`src/rtl/bgpls_pkg.sv`:
```
// Shared types, status codes and the TLV length rule table of the link-state attribute parser.
package bgpls_pkg;

   localparam logic [1:0] ST_OK      = 2'd0;
   localparam logic [1:0] ST_INVALID = 2'd1;
   localparam logic [1:0] ST_PARTIAL = 2'd2;
   localparam logic [1:0] ST_UNKNOWN = 2'd3;

   typedef enum logic [1:0] {
      RULE_NONE  = 2'd0,
      RULE_EXACT = 2'd1,
      RULE_MAX   = 2'd2
   } rule_kind_type;

   typedef struct packed {
      logic          known;
      rule_kind_type kind;
      logic [5:0]    limit;
      logic [3:0]    esize;
   } rule_type;

   typedef struct packed {
      logic [15:0] tlv_type;
      logic [15:0] element_index;
      logic [63:0] value;
      logic [3:0]  value_bytes;
      logic [1:0]  status;
      logic        tlv_done;
      logic        msg_done;
   } result_type;

   function automatic rule_type bgpls_lookup(input logic [15:0] code);
      rule_type r;
      r = '{known: 1'b1, kind: RULE_NONE, limit: 6'd0, esize: 4'd0};
      case (code) inside
         16'd263: begin
            r.esize = 4'd2;
         end
         16'd1024, 16'd1094, 16'd1152: begin
            r.kind  = RULE_EXACT;
            r.limit = 6'd1;
            r.esize = 4'd1;
         end
         16'd1025, 16'd1026, 16'd1027, 16'd1097, 16'd1098, 16'd1157: begin
            r.esize = 4'd1;
         end
         16'd1028, 16'd1030, 16'd1088, 16'd1089, 16'd1090, 16'd1155, 16'd1156: begin
            r.kind  = RULE_EXACT;
            r.limit = 6'd4;
            r.esize = 4'd4;
         end
         16'd1029, 16'd1031: begin
            r.kind  = RULE_EXACT;
            r.limit = 6'd16;
            r.esize = 4'd8;
         end
         16'd1091: begin
            r.kind  = RULE_EXACT;
            r.limit = 6'd32;
            r.esize = 4'd4;
         end
         16'd1092: begin
            r.kind  = RULE_MAX;
            r.limit = 6'd4;
         end
         16'd1093: begin
            r.kind  = RULE_EXACT;
            r.limit = 6'd2;
            r.esize = 4'd2;
         end
         16'd1095: begin
            r.kind  = RULE_MAX;
            r.limit = 6'd3;
         end
         16'd1096, 16'd1153: begin
            r.esize = 4'd4;
         end
         16'd1154: begin
            r.esize = 4'd8;
         end
         default: begin
            r.known = 1'b0;
         end
      endcase
      return r;
   endfunction

endpackage

```
`src/rtl/bgpls_if.sv`:
```
// Request and result channel interfaces of the link-state attribute parser.
interface bgpls_req_if;
   logic       valid;
   logic       ready;
   logic [7:0] data_byte;
   logic       msg_end;

   modport source (output valid, output data_byte, output msg_end, input ready);
   modport sink (input valid, input data_byte, input msg_end, output ready);
endinterface

interface bgpls_rsp_if;
   logic        valid;
   logic        ready;
   logic [15:0] tlv_type;
   logic [15:0] element_index;
   logic [63:0] value;
   logic [3:0]  value_bytes;
   logic [1:0]  status;
   logic        tlv_done;
   logic        msg_done;

   modport source (
      output valid, output tlv_type, output element_index, output value,
      output value_bytes, output status, output tlv_done, output msg_done,
      input ready
   );
   modport sink (
      input valid, input tlv_type, input element_index, input value,
      input value_bytes, input status, input tlv_done, input msg_done,
      output ready
   );
endinterface

```
`src/rtl/bgpls_parse.sv`:
```
// Parser state and the per-byte header, length check and element assembly logic.
module bgpls_parse
   import bgpls_pkg::*;
(
   input  logic       clock,
   input  logic       reset,
   input  logic       step,
   input  logic [7:0] data_byte,
   input  logic       msg_end,
   output logic       res_valid,
   output result_type res
);

   typedef enum logic [2:0] {
      PH_TYPE_HI = 3'd0,
      PH_TYPE_LO = 3'd1,
      PH_LEN_HI  = 3'd2,
      PH_LEN_LO  = 3'd3,
      PH_VALUE   = 3'd4
   } phase_type;

   phase_type   phase_ff, phase_in;
   logic [15:0] type_ff, type_in;
   logic [15:0] length_ff, length_in;
   logic [15:0] value_count_ff, value_count_in;
   logic [63:0] accumulator_ff, accumulator_in;
   logic [3:0]  elem_byte_count_ff, elem_byte_count_in;
   logic [15:0] elem_index_ff, elem_index_in;
   logic        discarding_ff, discarding_in;

   rule_type    rule;
   logic [15:0] len_full;
   logic [15:0] vc_sum;
   logic        last;
   logic [63:0] acc_shift;
   logic [3:0]  ebc_sum;
   logic [3:0]  esize;
   logic        len_ok;

   always_comb begin
      rule      = bgpls_lookup(type_ff);
      len_full  = {length_ff[15:8], data_byte};
      vc_sum    = value_count_ff + 16'd1;
      last      = (vc_sum >= length_ff);
      acc_shift = {accumulator_ff[55:0], data_byte};
      ebc_sum   = elem_byte_count_ff + 4'd1;
      esize     = (rule.esize == 4'd0) ? length_ff[3:0] : rule.esize;
      case (rule.kind)
         RULE_EXACT: len_ok = (len_full == {10'd0, rule.limit});
         RULE_MAX:   len_ok = (len_full <= {10'd0, rule.limit});
         default:    len_ok = 1'b1;
      endcase

      phase_in           = phase_ff;
      type_in            = type_ff;
      length_in          = length_ff;
      value_count_in     = value_count_ff;
      accumulator_in     = accumulator_ff;
      elem_byte_count_in = elem_byte_count_ff;
      elem_index_in      = elem_index_ff;
      discarding_in      = discarding_ff;

      res_valid         = 1'b0;
      res.tlv_type      = type_ff;
      res.element_index = elem_index_ff;
      res.value         = '0;
      res.value_bytes   = '0;
      res.status        = ST_OK;
      res.tlv_done      = 1'b1;
      res.msg_done      = msg_end;

      if (!discarding_ff) begin
         case (phase_ff)
            PH_TYPE_HI: begin
               type_in            = {data_byte, 8'h00};
               length_in          = '0;
               value_count_in     = '0;
               accumulator_in     = '0;
               elem_byte_count_in = '0;
               elem_index_in      = '0;
               phase_in           = PH_TYPE_LO;
               res.tlv_type       = {data_byte, 8'h00};
               res.element_index  = '0;
               res.status         = ST_PARTIAL;
               res_valid          = msg_end;
            end
            PH_TYPE_LO: begin
               type_in      = {type_ff[15:8], data_byte};
               phase_in     = PH_LEN_HI;
               res.tlv_type = {type_ff[15:8], data_byte};
               res.status   = ST_PARTIAL;
               res_valid    = msg_end;
            end
            PH_LEN_HI: begin
               length_in  = {data_byte, 8'h00};
               phase_in   = PH_LEN_LO;
               res.status = ST_PARTIAL;
               res_valid  = msg_end;
            end
            PH_LEN_LO: begin
               length_in = len_full;
               res.element_index = '0;
               if (msg_end && (len_full != 16'd0)) begin
                  res.status = ST_PARTIAL;
                  res_valid  = 1'b1;
               end else if (rule.known && !len_ok) begin
                  res.status    = ST_INVALID;
                  res_valid     = 1'b1;
                  discarding_in = 1'b1;
               end else if (len_full == 16'd0) begin
                  res.status = rule.known ? ST_OK : ST_UNKNOWN;
                  res_valid  = 1'b1;
                  phase_in   = PH_TYPE_HI;
               end else begin
                  phase_in = PH_VALUE;
               end
            end
            default: begin
               value_count_in = vc_sum;
               if (last) begin
                  phase_in = PH_TYPE_HI;
               end
               if (msg_end && !last) begin
                  res.status = ST_PARTIAL;
                  res_valid  = 1'b1;
               end else if (!rule.known) begin
                  res.status        = ST_UNKNOWN;
                  res.element_index = '0;
                  res_valid         = last;
               end else if (ebc_sum >= esize) begin
                  res.value          = acc_shift;
                  res.value_bytes    = esize;
                  res.tlv_done       = last;
                  res_valid          = 1'b1;
                  elem_index_in      = elem_index_ff + 16'd1;
                  accumulator_in     = '0;
                  elem_byte_count_in = '0;
               end else begin
                  accumulator_in     = acc_shift;
                  elem_byte_count_in = ebc_sum;
                  res_valid          = last;
               end
            end
         endcase
      end
   end

   always_ff @(posedge clock) begin
      if (reset || (step && msg_end)) begin
         phase_ff           <= PH_TYPE_HI;
         type_ff            <= '0;
         length_ff          <= '0;
         value_count_ff     <= '0;
         accumulator_ff     <= '0;
         elem_byte_count_ff <= '0;
         elem_index_ff      <= '0;
         discarding_ff      <= 1'b0;
      end else if (step) begin
         phase_ff           <= phase_in;
         type_ff            <= type_in;
         length_ff          <= length_in;
         value_count_ff     <= value_count_in;
         accumulator_ff     <= accumulator_in;
         elem_byte_count_ff <= elem_byte_count_in;
         elem_index_ff      <= elem_index_in;
         discarding_ff      <= discarding_in;
      end
   end

endmodule

```
`src/rtl/bgp_ls_attribute_tlv_parser.sv`:
```
// Top level of the link-state attribute TLV parser with its input and result registers.
//
// The request channel carries one attribute byte per request, in network order,
// with msg_end set on the final byte of the attribute. The result channel
// carries at most one result per request: a TLV element, an empty or trailing
// result, or a status (invalid length, partial message, skipped unknown type).
// A request is taken into an input register; once the output register is free
// or being read, the parser updates its state from that byte and loads any
// result into the output register. The block takes one request every cycle
// while the receiver does not stall.
// The input register takes a new request while the output register still
// holds a result that waits: when the receiver stalls, the parser holds the
// pending byte and the request channel drops ready only once both registers
// are occupied. Reset clears both registers and returns the parser to the
// start of a TLV; any msg_end byte does the same after its result.
module bgp_ls_attribute_tlv_parser
   import bgpls_pkg::*;
(
   input  logic      clock,
   input  logic      reset,
   bgpls_req_if.sink   req_ch,
   bgpls_rsp_if.source rsp_ch
);

   logic       in_valid_ff, in_valid_in;
   logic [7:0] in_byte_ff;
   logic       in_end_ff;
   logic       rsp_valid_ff, rsp_valid_in;
   result_type rsp_data_ff;
   logic       advance;
   logic       res_valid;
   result_type res;

   assign advance      = in_valid_ff && (!rsp_valid_ff || rsp_ch.ready);
   assign req_ch.ready = !in_valid_ff || advance;

   always_comb begin
      in_valid_in = in_valid_ff;
      if (req_ch.ready) begin
         in_valid_in = req_ch.valid;
      end
      rsp_valid_in = rsp_valid_ff && !rsp_ch.ready;
      if (advance) begin
         rsp_valid_in = res_valid;
      end
   end

   bgpls_parse u_parse (
      .clock     (clock),
      .reset     (reset),
      .step      (advance),
      .data_byte (in_byte_ff),
      .msg_end   (in_end_ff),
      .res_valid (res_valid),
      .res       (res)
   );

   always_ff @(posedge clock) begin
      if (reset) begin
         in_valid_ff  <= 1'b0;
         rsp_valid_ff <= 1'b0;
      end else begin
         in_valid_ff  <= in_valid_in;
         rsp_valid_ff <= rsp_valid_in;
      end
      if (req_ch.valid && req_ch.ready) begin
         in_byte_ff <= req_ch.data_byte;
         in_end_ff  <= req_ch.msg_end;
      end
      if (advance && res_valid) begin
         rsp_data_ff <= res;
      end
   end

   assign rsp_ch.valid         = rsp_valid_ff;
   assign rsp_ch.tlv_type      = rsp_data_ff.tlv_type;
   assign rsp_ch.element_index = rsp_data_ff.element_index;
   assign rsp_ch.value         = rsp_data_ff.value;
   assign rsp_ch.value_bytes   = rsp_data_ff.value_bytes;
   assign rsp_ch.status        = rsp_data_ff.status;
   assign rsp_ch.tlv_done      = rsp_data_ff.tlv_done;
   assign rsp_ch.msg_done      = rsp_data_ff.msg_done;

endmodule
```
`src/flat_wrapper.sv`:
```
// flat-port wrapper written by rule: the top's interface ports become plain ports
module bgp_ls_attribute_tlv_parser_flat import bgpls_pkg::*;
  (clock, reset, req_ch_valid, req_ch_data_byte, req_ch_msg_end, req_ch_ready, rsp_ch_valid, rsp_ch_tlv_type, rsp_ch_element_index, rsp_ch_value, rsp_ch_value_bytes, rsp_ch_status, rsp_ch_tlv_done, rsp_ch_msg_done, rsp_ch_ready);
  bgpls_req_if req_ch_i ();
  bgpls_rsp_if rsp_ch_i ();
  input  logic clock;
  input  logic reset;
  input wire logic [$bits(req_ch_i.valid)-1:0] req_ch_valid;
  input wire logic [$bits(req_ch_i.data_byte)-1:0] req_ch_data_byte;
  input wire logic [$bits(req_ch_i.msg_end)-1:0] req_ch_msg_end;
  output wire logic [$bits(req_ch_i.ready)-1:0] req_ch_ready;
  output wire logic [$bits(rsp_ch_i.valid)-1:0] rsp_ch_valid;
  output wire logic [$bits(rsp_ch_i.tlv_type)-1:0] rsp_ch_tlv_type;
  output wire logic [$bits(rsp_ch_i.element_index)-1:0] rsp_ch_element_index;
  output wire logic [$bits(rsp_ch_i.value)-1:0] rsp_ch_value;
  output wire logic [$bits(rsp_ch_i.value_bytes)-1:0] rsp_ch_value_bytes;
  output wire logic [$bits(rsp_ch_i.status)-1:0] rsp_ch_status;
  output wire logic [$bits(rsp_ch_i.tlv_done)-1:0] rsp_ch_tlv_done;
  output wire logic [$bits(rsp_ch_i.msg_done)-1:0] rsp_ch_msg_done;
  input wire logic [$bits(rsp_ch_i.ready)-1:0] rsp_ch_ready;
  assign req_ch_i.valid = req_ch_valid;
  assign req_ch_i.data_byte = req_ch_data_byte;
  assign req_ch_i.msg_end = req_ch_msg_end;
  assign req_ch_ready = req_ch_i.ready;
  assign rsp_ch_valid = rsp_ch_i.valid;
  assign rsp_ch_tlv_type = rsp_ch_i.tlv_type;
  assign rsp_ch_element_index = rsp_ch_i.element_index;
  assign rsp_ch_value = rsp_ch_i.value;
  assign rsp_ch_value_bytes = rsp_ch_i.value_bytes;
  assign rsp_ch_status = rsp_ch_i.status;
  assign rsp_ch_tlv_done = rsp_ch_i.tlv_done;
  assign rsp_ch_msg_done = rsp_ch_i.msg_done;
  assign rsp_ch_i.ready = rsp_ch_ready;
  bgp_ls_attribute_tlv_parser u_core (.clock(clock), .reset(reset), .req_ch(req_ch_i), .rsp_ch(rsp_ch_i));
endmodule
```
`config.mk`:
```
export PLATFORM = sky130hd
export DESIGN_NAME = bgp_ls_attribute_tlv_parser_flat
export DESIGN_NICKNAME = d
export VERILOG_FILES = /design/src/rtl/bgpls_pkg.sv /design/src/rtl/bgpls_if.sv /design/src/rtl/bgpls_parse.sv /design/src/rtl/bgp_ls_attribute_tlv_parser.sv /design/src/flat_wrapper.sv
export SDC_FILE = /design/constraint.sdc
export NUM_CORES = 1
export LEC_CHECK = 0
export ABC_AREA = 1
export BUFFER_PORTS_ARGS = -buffer_cell sky130_fd_sc_hd__buf_2
export CAP_MARGIN = 20
export CORE_ASPECT_RATIO = 0.75
export CORE_MARGIN = 8
export CORE_UTILIZATION = 56
export CTS_CLUSTER_DIAMETER = 150
export DETAILED_ROUTE_END_ITERATION = 8
export MAX_ROUTING_LAYER = met4
export PLACE_DENSITY = 0.86
export SETUP_SLACK_MARGIN = 0.1
export SLEW_MARGIN = 0
export SYNTH_ARGS = -nofsm -noshare
export SYNTH_HDL_FRONTEND = slang
export SYNTH_SLANG_ARGS = --single-unit
```
`constraint.sdc`:
```
create_clock -name clock -period 13.85 [get_ports clock]
set_input_delay 2.0775 -clock clock [delete_from_list [all_inputs] [get_ports clock]]
set_output_delay 2.0775 -clock clock [all_outputs]
set_load 0.05 [all_outputs]
```
# Yosys cells after proc, flatten, opt, wreduce, memory -nomap -nowiden
# Cells that the tools add are included.
[totals]
word_cells = 192
inputBits = 13
regBits = 243
out_inout_bits = 106
[op_classes]
bitwise_logic = 5
magnitude_cmp = 3
muxes = 83
n_reduce_logical = 43
n_eq_ne = 35
add_sub_neg = 3
[ops]
columns = ["operator", "count"]
rows = [
  ["16-bit by 11-bit equality test with 1-bit output (second input constant)", 25],
  ["68-bit 2-to-1 mux", 3],
  ["56-bit 2-to-1 mux", 3],
  ["16-bit one-hot mux with 2 select lines", 4],
  ["56-bit one-hot mux with 2 select lines", 1],
  ["103-bit 2-to-1 mux", 1],
  ["84-bit 2-to-1 mux", 1],
  ["8-bit 2-to-1 mux", 9],
  ["16-bit 2-to-1 mux", 4],
  ["4-bit 2-to-1 mux", 15],
  ["16-bit one-hot mux with 3 select lines", 1],
  ["16-bit by 1-bit adder with 16-bit output (second input constant)", 2],
  ["1-bit 2-to-1 mux", 27],
  ["16-bit by 6-bit equality test with 1-bit output", 1],
  ["16-bit by 9-bit equality test with 1-bit output (second input constant)", 1],
  ["16-bit greater-or-equal comparator", 1],
  ["16-bit by 6-bit less-or-equal comparator with 1-bit output", 1],
  ["16-bit logical NOT", 1],
  ["16-bit nonzero test", 1],
  ["3-bit 2-to-1 mux", 4],
  ["3-bit one-hot mux with 4 select lines", 1],
  ["2-bit 2-to-1 mux", 5],
  ["5-bit AND reduction", 2],
  ["3-bit OR reduction", 3],
  ["29 further kinds", 55],
]

# Logic depth before layout (Yosys ltp)
# Gate-level depths: netlist of the first run.
[logic_depth]
ltp_word = 21
ltp_mapped = 21
depth_no_buf = 21

# Modules after synthesis
# Synthesis of the first run repeated with hierarchy kept, for this count alone.
[unflattened]
cells_unflattened = 1376
area_unflattened_um2 = 11352.1
[modules_own_cells]
columns = ["mod", "n_inst", "area_per_inst_um2", "cells_each", "seq_area_each_um2"]
rows = [
  ["bgpls_parse", 1, 7853.8, 1245, 2562.5],
  ["bgp_ls_attribute_tlv_parser", 1, 3498.4, 131, 3433.3],
]

# Worst setup path before layout of the first run
# No wires, ideal clock.
[synth_timing]
kind = "input-to-reg"
from = "in rsp_ch_ready"
to = "reg u_core.rsp_data_ff (netlist bit u_core.rsp_ch.element_index[0]) (enable)"
n_path_buf = 1
cell_stages = 7
path_slack_ps = 8580
setup_time_ps = 457
arrival_ps = 4813
t_required_ps = 13393
cell_sequence = "inv_1 > nand2_1 > nand2_1 > nor2_1 > clkbuf_1 > nand3_1 > inv_1"
[synth_between]
elab_chain_cells = 3
[synth_rtl]
columns = ["element", "line", "text"]
rows = [
  ["start: declaration", "flat_wrapper.sv:20", "input wire logic [$bits(rsp_ch_i.ready)-1:0] rsp_ch_ready;"],
  ["1-bit logical OR", "bgp_ls_attribute_tlv_parser.sv:34", "assign advance = in_valid_ff && (!rsp_valid_ff || rsp_ch.ready);"],
  ["1-bit logical AND", "bgp_ls_attribute_tlv_parser.sv:34", ""],
  ["1-bit logical AND", "bgp_ls_attribute_tlv_parser.sv:70", "if (advance && res_valid) begin"],
  ["end signal: assignment", "bgp_ls_attribute_tlv_parser.sv:71", "rsp_data_ff <= res;"],
  ["end: declaration", "bgp_ls_attribute_tlv_parser.sv:29", "result_type rsp_data_ff;"],
]
# No other way between the ends.
# A chain may end at the register's enable or synchronous reset.

# Final worst setup path of the first run
[layout_timing]
from = "reg u_core.u_parse.value_count_ff[0]"
to = "reg u_core.rsp_data_ff (netlist bit u_core.rsp_ch.value[40]) (enable)"
[layout_between]
elab_chain_cells = 8
word_cells_on_any_way = 10
classes_between = "add/sub (1); order compare (1); mux (5); reduce/logical (3)"
[layout_rtl]
columns = ["element", "line", "text"]
rows = [
  ["start: declaration", "bgpls_parse.sv:25", "logic [15:0] value_count_ff, value_count_in;"],
  ["start signal: assignment", "bgpls_parse.sv:162", "value_count_ff <= value_count_in;"],
  ["16-bit by 1-bit adder with 16-bit output (*)", "bgpls_parse.sv:43", "vc_sum = value_count_ff + 16'd1;"],
  ["16-bit greater-or-equal comparator (*)", "bgpls_parse.sv:44", "last = (vc_sum >= length_ff);"],
  ["1-bit 2-to-1 mux or 1-bit logical NOT (tied branches)", "bgpls_parse.sv:130, bgpls_parse.sv:123", ""],
  ["1-bit 2-to-1 mux or 1-bit logical AND (tied branches)", "bgpls_parse.sv:126, bgpls_parse.sv:123", ""],
  ["1-bit 2-to-1 mux (*)", "bgpls_parse.sv:123", "if (msg_end && !last) begin"],
  ["1-bit one-hot mux with 2 select lines (*)", "bgpls_parse.sv:73", "case (phase_ff)"],
  ["1-bit 2-to-1 mux (*)", "bgpls_parse.sv:72", "if (!discarding_ff) begin"],
  ["1-bit logical AND (*)", "bgp_ls_attribute_tlv_parser.sv:70", ""],
]
# Every way passes the cells marked *; elsewhere a longest branch is shown, timed or not.

==> flow_summary.yaml, run 1 <==
outcome:
  status: "finished, final reports clean"
placed_design:
  place.gp.congestion: 0.954
  place_area_um2: 12300
  hpwl_um: 19100
  io_buffers: 118
clocking:
  insertion_delay_ps: 530
  clock_path_buffers: 3
  cts_root_buffer: "clkbuf_16"
  post_cts_resized: 0
  cts_buffers: 23
  clock-sinks: 243
  holdBufCountCts: 0
  tritoncts: "yes"
  path_clk_slew_ps: 60
  cts_max_level: 1
  post-cts-setup-buffer-count: 0
critical_path:
  reg2reg_setup_slack_ps: 8640
  cp-startpoint: "u_core.u_parse.value_count_ff[0]$_SDFFE_PP0P_"
  worstSetupEndpointType: "flop"
  crit_required_ps: 14010
  cp_data_arrival_time_ps: 5370
  ff2ff_path_depth: 19
  path_max_fanout: 59
  r2r_end: "u_core.rsp_ch.value[40]$_SDFFCE_PP0P_"
  r2r_start: "u_core.u_parse.value_count_ff[0]$_SDFFE_PP0P_"
  path_class: "flop to flop"
  slowest_delay_ps: 670
  startpoint_type: "flop"
  crit_path_frequent_cell: "nand2_1"
  crit_path_top_delay_cell: "buf_4"
  worstPathCellList: "ha_1 -> nand2_1 -> nor2_1 -> nand3_1 -> nor2_1 -> nand2_1 -> nor2_1 -> nand4_1 -> xnor2_1 -> ha_1 -> nand2_1 -> nor4_1 -> nand2_1 -> nand4_1 -> inv_1 -> nand3_1 -> nand3_1 -> inv_4 -> buf_4"
logic_synthesis:
  ys.flop_type: "dfxtp_1"
  synthTopCellsByArea: "edfxtp_1 29%, dfxtp_1 22%, nand2_1 8.3%"
  synth_area_um2: 11600
  seq_area_frac_synth_pct: 51.6
  synth_top_cells_by_count: "256 x nand2_1, 196 x nor2_1, 157 x inv_1"
  yosysMostFrequentCell: "nand2_1"
  yosys.area.top_type: "edfxtp_1"
  ys.warnings.count: 0
  async_flop_share_pct: 0
  synth_edf_count: 113
  yosysUniqueCellTypes: 39
  synthCells: 1402
  avgSynthCellArea_um2: 8.28
  yosysTopAreaCellShare_pct: 29.2
  ys_seq_elements: 243
  syn_nets: 1445
routing:
  dr_total_vias: 9853
  wire_per_inst_um: 16.2
  ant_nets: 0
  routed_wl_um: 28600
  drt-pass1-iter-count: 6
  drc: 0
  via_per_inst: 5.58
  drt-initial-drc-count: 1255
global_route:
  gr-total-overflow: 0
  antenna_found_initial: 0
  grt_start_max_net_pins: 78
  grt_pass1_vias: 8920
  grt_first_pass_wirelength_um: 45800
  grt_usage_pct: 22.1
hold_path:
  holdPathEnd: "u_core.u_parse.accumulator_ff[35]$_SDFFE_PP0P_"
  whs_path_depth: 2
  hp-start: "u_core.u_parse.accumulator_ff[35]$_SDFFE_PP0P_"
  hp-class: "flop to flop"
die:
  core_um2: 20300
  die_area_um2: 25600
  die_x_um: 182
  io_pins: 119
  initial_core_util_pct: 57.3
  fp.dieH_um: 141
  num_rows: 45
final_layout:
  finalInstanceArea_um2: 13100
  diodes: 0
  fillerInstances: 1615
  area_growth_pct: 12.8
  multi_input_comb_area_um2: 4690
  post_route_cells_drive_above_1_share_pct: 14.1
  register_area_um2: 6000
  nNetsFinal: 1533
timing:
  worstMarginPinSlew_ps: 1070
  fmax_ghz: 0.192
  timing.hold.ws_ps: 463
  finalHoldViolCount: 0
  period_share_pct: 37.6
  tns_ps: 0
  rsz0062_at_grt: "no"
  slew_headroom_pct: 28.6
  drv_slew: 0
  finalSetupViolCount: 0
  skew_ps: 11.6
  fin_crit_ps: 5210
pwr:
  leakage_nw: 4.82
  peakVddDrop_v: 0.0000916
  total_power_mw: 1.58
  powerDensity_nw_per_um2: 121
job:
  maxCapViolCount: 0
[area by class of cell]
| cell class | instances | area share [%] |
|---|---|---|
| multi-input combinational | 924 | 35.8 |
| timing repair buffer | 130 | 5.39 |
| sequential | 243 | 45.8 |
| clock inverter | 14 | 1.05 |
| inverter | 168 | 4.84 |
| clock buffer | 28 | 4.62 |
| tap | 258 | 2.47 |
[layout by cell type, fill, tap and decap left out, types with 10 or more instances in the layout]
cell / Yosys / routed
a21oi_1: 143 / 143
edfxtp_1: 113 / 113
buf_2: 13 / 118
nor3_1: 13 / 13
xor2_1: 21 / 21
nand3_1: 98 / 97
inv_1: 157 / 156
nor2_1: 196 / 195
nor2_4: 10 / 11
clkbuf_16: 0 / 23
ha_1: 30 / 30
a211oi_1: 17 / 17
nor2_2: 12 / 12
o21ai_0: 41 / 41
nand2_1: 256 / 255
buf_4: 7 / 10
nand4_1: 37 / 37
dfxtp_1: 130 / 130
[cell families after synthesis]
family                     after synthesis  share of synthesized area [%]
and+or+nand+nor                        636                           24.0
AOI/OAI and AO/OA                      231                           10.8
buffers and inverters                  235                           8.22
adders and majority gates               30                           3.23
xor gates and xnor gates                27                           2.04
DFF                                    243                           51.6
[stage by stage]
stage / util, % / setup WS [ps] / cells
floorplan: - / 8580 / 1402
global placement: 60.7 / 8660 / 1720
detailed placement: 60.7 / 8550 / 1720
CTS: 64.4 / 8730 / 1762
global route: 64.6 / 8170 / 1765
finish: 64.6 / 8640 / 1765
[worst max-delay path by stage]
stage / end / slack [ps]
after floorplan: u_core.rsp_ch.element_index[0]$_DFFE_PP_ / 8580
after global placement: u_core.u_parse.accumulator_ff[26]$_SDFFE_PP0P_ / 8660
after detailed placement: u_core.u_parse.accumulator_ff[18]$_SDFFE_PP0P_ / 8550
after CTS: u_core.u_parse.accumulator_ff[8]$_SDFFE_PP0P_ / 8730
after global routing: u_core.rsp_ch.value[58]$_SDFFCE_PP0P_ / 8170
final: u_core.rsp_ch.value[40]$_SDFFCE_PP0P_ / 8640
[per-layer routing]
metal	GRT usage (%)	up-vias	share of wire [%]
li1	-	4795	-
met1	30.4	4538	45
met2	33.2	467	44
met3	4.24	53	9.3
met4	5.90	0	2.4
met5	-	-	0
[registers in the layout (all words and copies together), names as in the netlist]
signal / cells
u_core.rsp_ch.value: 64
u_core.u_parse.accumulator_ff: 56
u_core.rsp_ch.element_index: 16
u_core.rsp_ch.tlv_type: 16
u_core.u_parse.elem_index_ff: 16
u_core.u_parse.length_ff: 16
u_core.u_parse.type_ff: 16
u_core.u_parse.value_count_ff: 16
u_core.in_byte_ff: 8
u_core.rsp_ch.value_bytes: 4
u_core.u_parse.elem_byte_count_ff: 4
u_core.u_parse.phase_ff: 3
u_core.rsp_ch.status: 2
u_core.in_end_ff: 1
u_core.in_valid_ff: 1
u_core.rsp_ch.msg_done: 1
u_core.rsp_ch.tlv_done: 1
u_core.rsp_ch.valid: 1
u_core.u_parse.discarding_ff: 1
[worst max-delay path: cells and delay by family, from the launching register on]
kind	cells	cell delay [ps]
buf+inv	3	1260
xor+xnor	1	180
simple gates	13	2340
flops	1	420
fa+ha+maj	2	520
[report_power, final]
group / internal (mW) / switching [mW] / leakage [nW]
logic: 0.0362 / 0.143 / 2.35
registers: 0.770 / 0.0112 / 2.12
clock network: 0.351 / 0.273 / 0.356
No activity file was read; power rests on OpenSTA's default activity.
==> run 2, diff against run 1 <==
ABC_AREA = 0   (was 1)
clock period = 5.45 ns   (was 13.85 ns; I/O delays follow)
==> run 2 against run 1 <==
  * Via count is 0.12% higher
  * Cell count is 11% lower
  * Fmax rose by 8.8%
  * Clock power increased to 2.6 times the previous value
  * Register-to-register slack lost 8000 ps
  * First-iteration DRC count rose by 21%
  * Largest cell class unchanged
  * Largest power group unchanged
==> flow_summary.yaml, run 2 <==
outcome:
  status: "finished, final reports clean"
final_layout:
  fillerInstances: 1583
  nNetsFinal: 1315
  diodes: 0
  fin_cells: 1578
  area_growth_pct: 13.4
  final_common_cell: "nand2_1"
  post_route_cells_drive_above_1_share_pct: 16.0
  largest_reg_flops: 64
  mostFrequentLayoutCells: "152 x nand2_1, 130 x dfxtp_1, 118 x buf_2"
routing:
  dr_total_vias: 9865
  drt-initial-drc-count: 1515
  wire_per_inst_um: 19.0
  via_per_inst: 6.25
  ant_nets: 0
  drc: 0
  drt-pass1-iter-count: 6
  routed_wl_um: 30000
clocking:
  holdBufCountCts: 0
  cts_buffers: 25
  path_clk_slew_ps: 60
  clock-sinks: 243
  cts_root_buffer: "clkbuf_16"
  cts_max_level: 1
  tritoncts: "yes"
  insertion_delay_ps: 520
  post_cts_resized: 0
  clock_path_buffers: 3
  post-cts-setup-buffer-count: 0
global_route:
  gr-total-overflow: 0
  antenna_found_initial: 0
  grt_usage_pct: 22.8
  grt_start_max_net_pins: 74
  grt_pass1_vias: 9118
  grt_first_pass_wirelength_um: 47800
logic_synthesis:
  yosysMostFrequentCell: "nand2_1"
  ys_seq_elements: 243
  syn_nets: 1254
  avgSynthCellArea_um2: 9.69
  yosysTopAreaCellShare_pct: 28.9
  synth_top_cells_by_count: "152 x nand2_1, 130 x dfxtp_1, 113 x edfxtp_1"
  synthTopCellsByArea: "edfxtp_1 29%, dfxtp_1 22%, nand2_1 4.9%"
  synth_edf_count: 113
  synthCells: 1211
  ys.flop_type: "dfxtp_1"
  seq_area_frac_synth_pct: 51.1
  synth_area_um2: 11700
  yosys.area.top_type: "edfxtp_1"
  ys.warnings.count: 0
  yosysUniqueCellTypes: 68
  async_flop_share_pct: 0
critical_path:
  cp_data_arrival_time_ps: 4990
  path_class: "flop to flop"
  startpoint_type: "flop"
  path_max_fanout: 16
  crit_required_ps: 5650
  worstSetupEndpointType: "flop"
pwr:
  pwr-share-seq_pct: 49.1
  combPwrFrac_pct: 9.8
  powerDensity_nw_per_um2: 302
  clock_power_share_pct: 41.1
  intPower_mw: 2.97
  total_power_mw: 4.02
  peakVddDrop_v: 0.000187
  power_switching_share_pct: 26.1
  leakage_nw: 4.47
  p_switching_mw: 1.05
placed_design:
  dpl.cell_count: 1532
  place.gp.congestion: 0.925
  hpwl_um: 19100
  io_buffers: 118
die:
  io_pins: 119
  core_um2: 20800
  die_area_um2: 25900
  die_x_um: 183
  initial_core_util_pct: 56.3
  fp.dieH_um: 141
  num_rows: 46
hold_path:
  hp-class: "flop to flop"
timing:
  timing.hold.ws_ps: 453
  finalSetupViolCount: 0
  worstMarginPinSlew_ps: 1020
  period_share_pct: 87.9
  fmax_ghz: 0.209
  finalHoldViolCount: 0
  fin_crit_ps: 4790
  skew_ps: 18.6
  drv_slew: 0
  tns_ps: 0
  slew_headroom_pct: 32.1
  rsz0062_at_grt: "no"
job:
  maxCapViolCount: 0
## run 2: critical path: stages (launching register included)
cell and delay [ps]:
dfxtp_1 460, nand3_1 200, nor4_1 750, nand3_1 360, nor2_1 210, xor2_1 100
ha_1 330, nand4_1 160, a211oi_1 260, a211oi_1 120, buf_4 200, a21o_1 250
o22ai_1 790, a21boi_0 280
## run 2: final cells by class
| cell class | count | area, µm² | area share, % |
|---|---|---|---|
| clock inverter | 12 | 76.3 | 0.574 |
| inverter | 24 | 90.1 | 0.677 |
| sequential | 243 | 6000 | 45.1 |
| clock buffer | 33 | 728 | 5.47 |
| tap | 288 | 360 | 2.71 |
| multi-input combinational | 844 | 5310 | 39.9 |
| timing repair buffer | 134 | 748 | 5.62 |
## run 2: path summary, 6_finish.rpt
path / startpoint / to / slack, ps / cells past startpoint
setup / recovery: u_core.u_parse.value_count_ff[2]$_SDFFE_PP0P_ / u_core.rsp_ch.element_index[14]$_DFFE_PP_ / 660 / 13
hold / removal: u_core.u_parse.length_ff[7]$_SDFFE_PP0P_ / u_core.u_parse.length_ff[7]$_SDFFE_PP0P_ / 450 / 2
setup reg to reg: u_core.u_parse.value_count_ff[2]$_SDFFE_PP0P_ / u_core.rsp_ch.element_index[14]$_DFFE_PP_ / 660 / 13
hold reg to reg: u_core.u_parse.length_ff[7]$_SDFFE_PP0P_ / u_core.u_parse.length_ff[7]$_SDFFE_PP0P_ / 450 / 2
## run 2: logic make-up (layout without fill, tap and decap cells)
family / Yosys count / after routing / synth area share [%]
AND/OR/NAND/NOR: 483 / 483 / 20.5
AO/OA/AOI/OAI: 286 / 286 / 17.3
multiplexers: 26 / 26 / 2.30
XOR/XNOR: 19 / 19 / 1.42
adder cells (fa/ha/maj): 30 / 30 / 3.20
flip-flops: 243 / 243 / 51.1
buffers and inverters: 124 / 203 / 4.25
## run 2: power by group through the flow
stage | registers (mW) | logic, mW | clock network (mW)
2_1_floorplan | 2.07 | 0.226 | 0
3_3_place_gp | 2.01 | 0.381 | 0
3_5_place_dp | 2.01 | 0.384 | 0
4_1_cts | 1.97 | 0.388 | 1.67
5_1_grt | 1.97 | 0.418 | 1.74
6_report | 1.97 | 0.395 | 1.65
## run 2: layer usage
layer  vias up  global-route usage (%)  share of wire [%]
met5         -                       -                  0
met4         0                    6.53                2.1
met3        55                    3.19                9.1
met2       525                    34.5                 46
li1       4581                       -                  -
met1      4704                    31.6                 43
## run 2: per-stage QoR
step | utilization, % | cell area, µm² | worst slack (ps)
4_1_cts | 63.8 | 13300 | 752
3_5_place_dp | 60.0 | 12500 | 774
2_1_floorplan | - | 11700 | 106
6_report | 63.9 | 13300 | 661
5_1_grt | 63.9 | 13300 | 337
3_3_place_gp | 60.0 | 12500 | 863
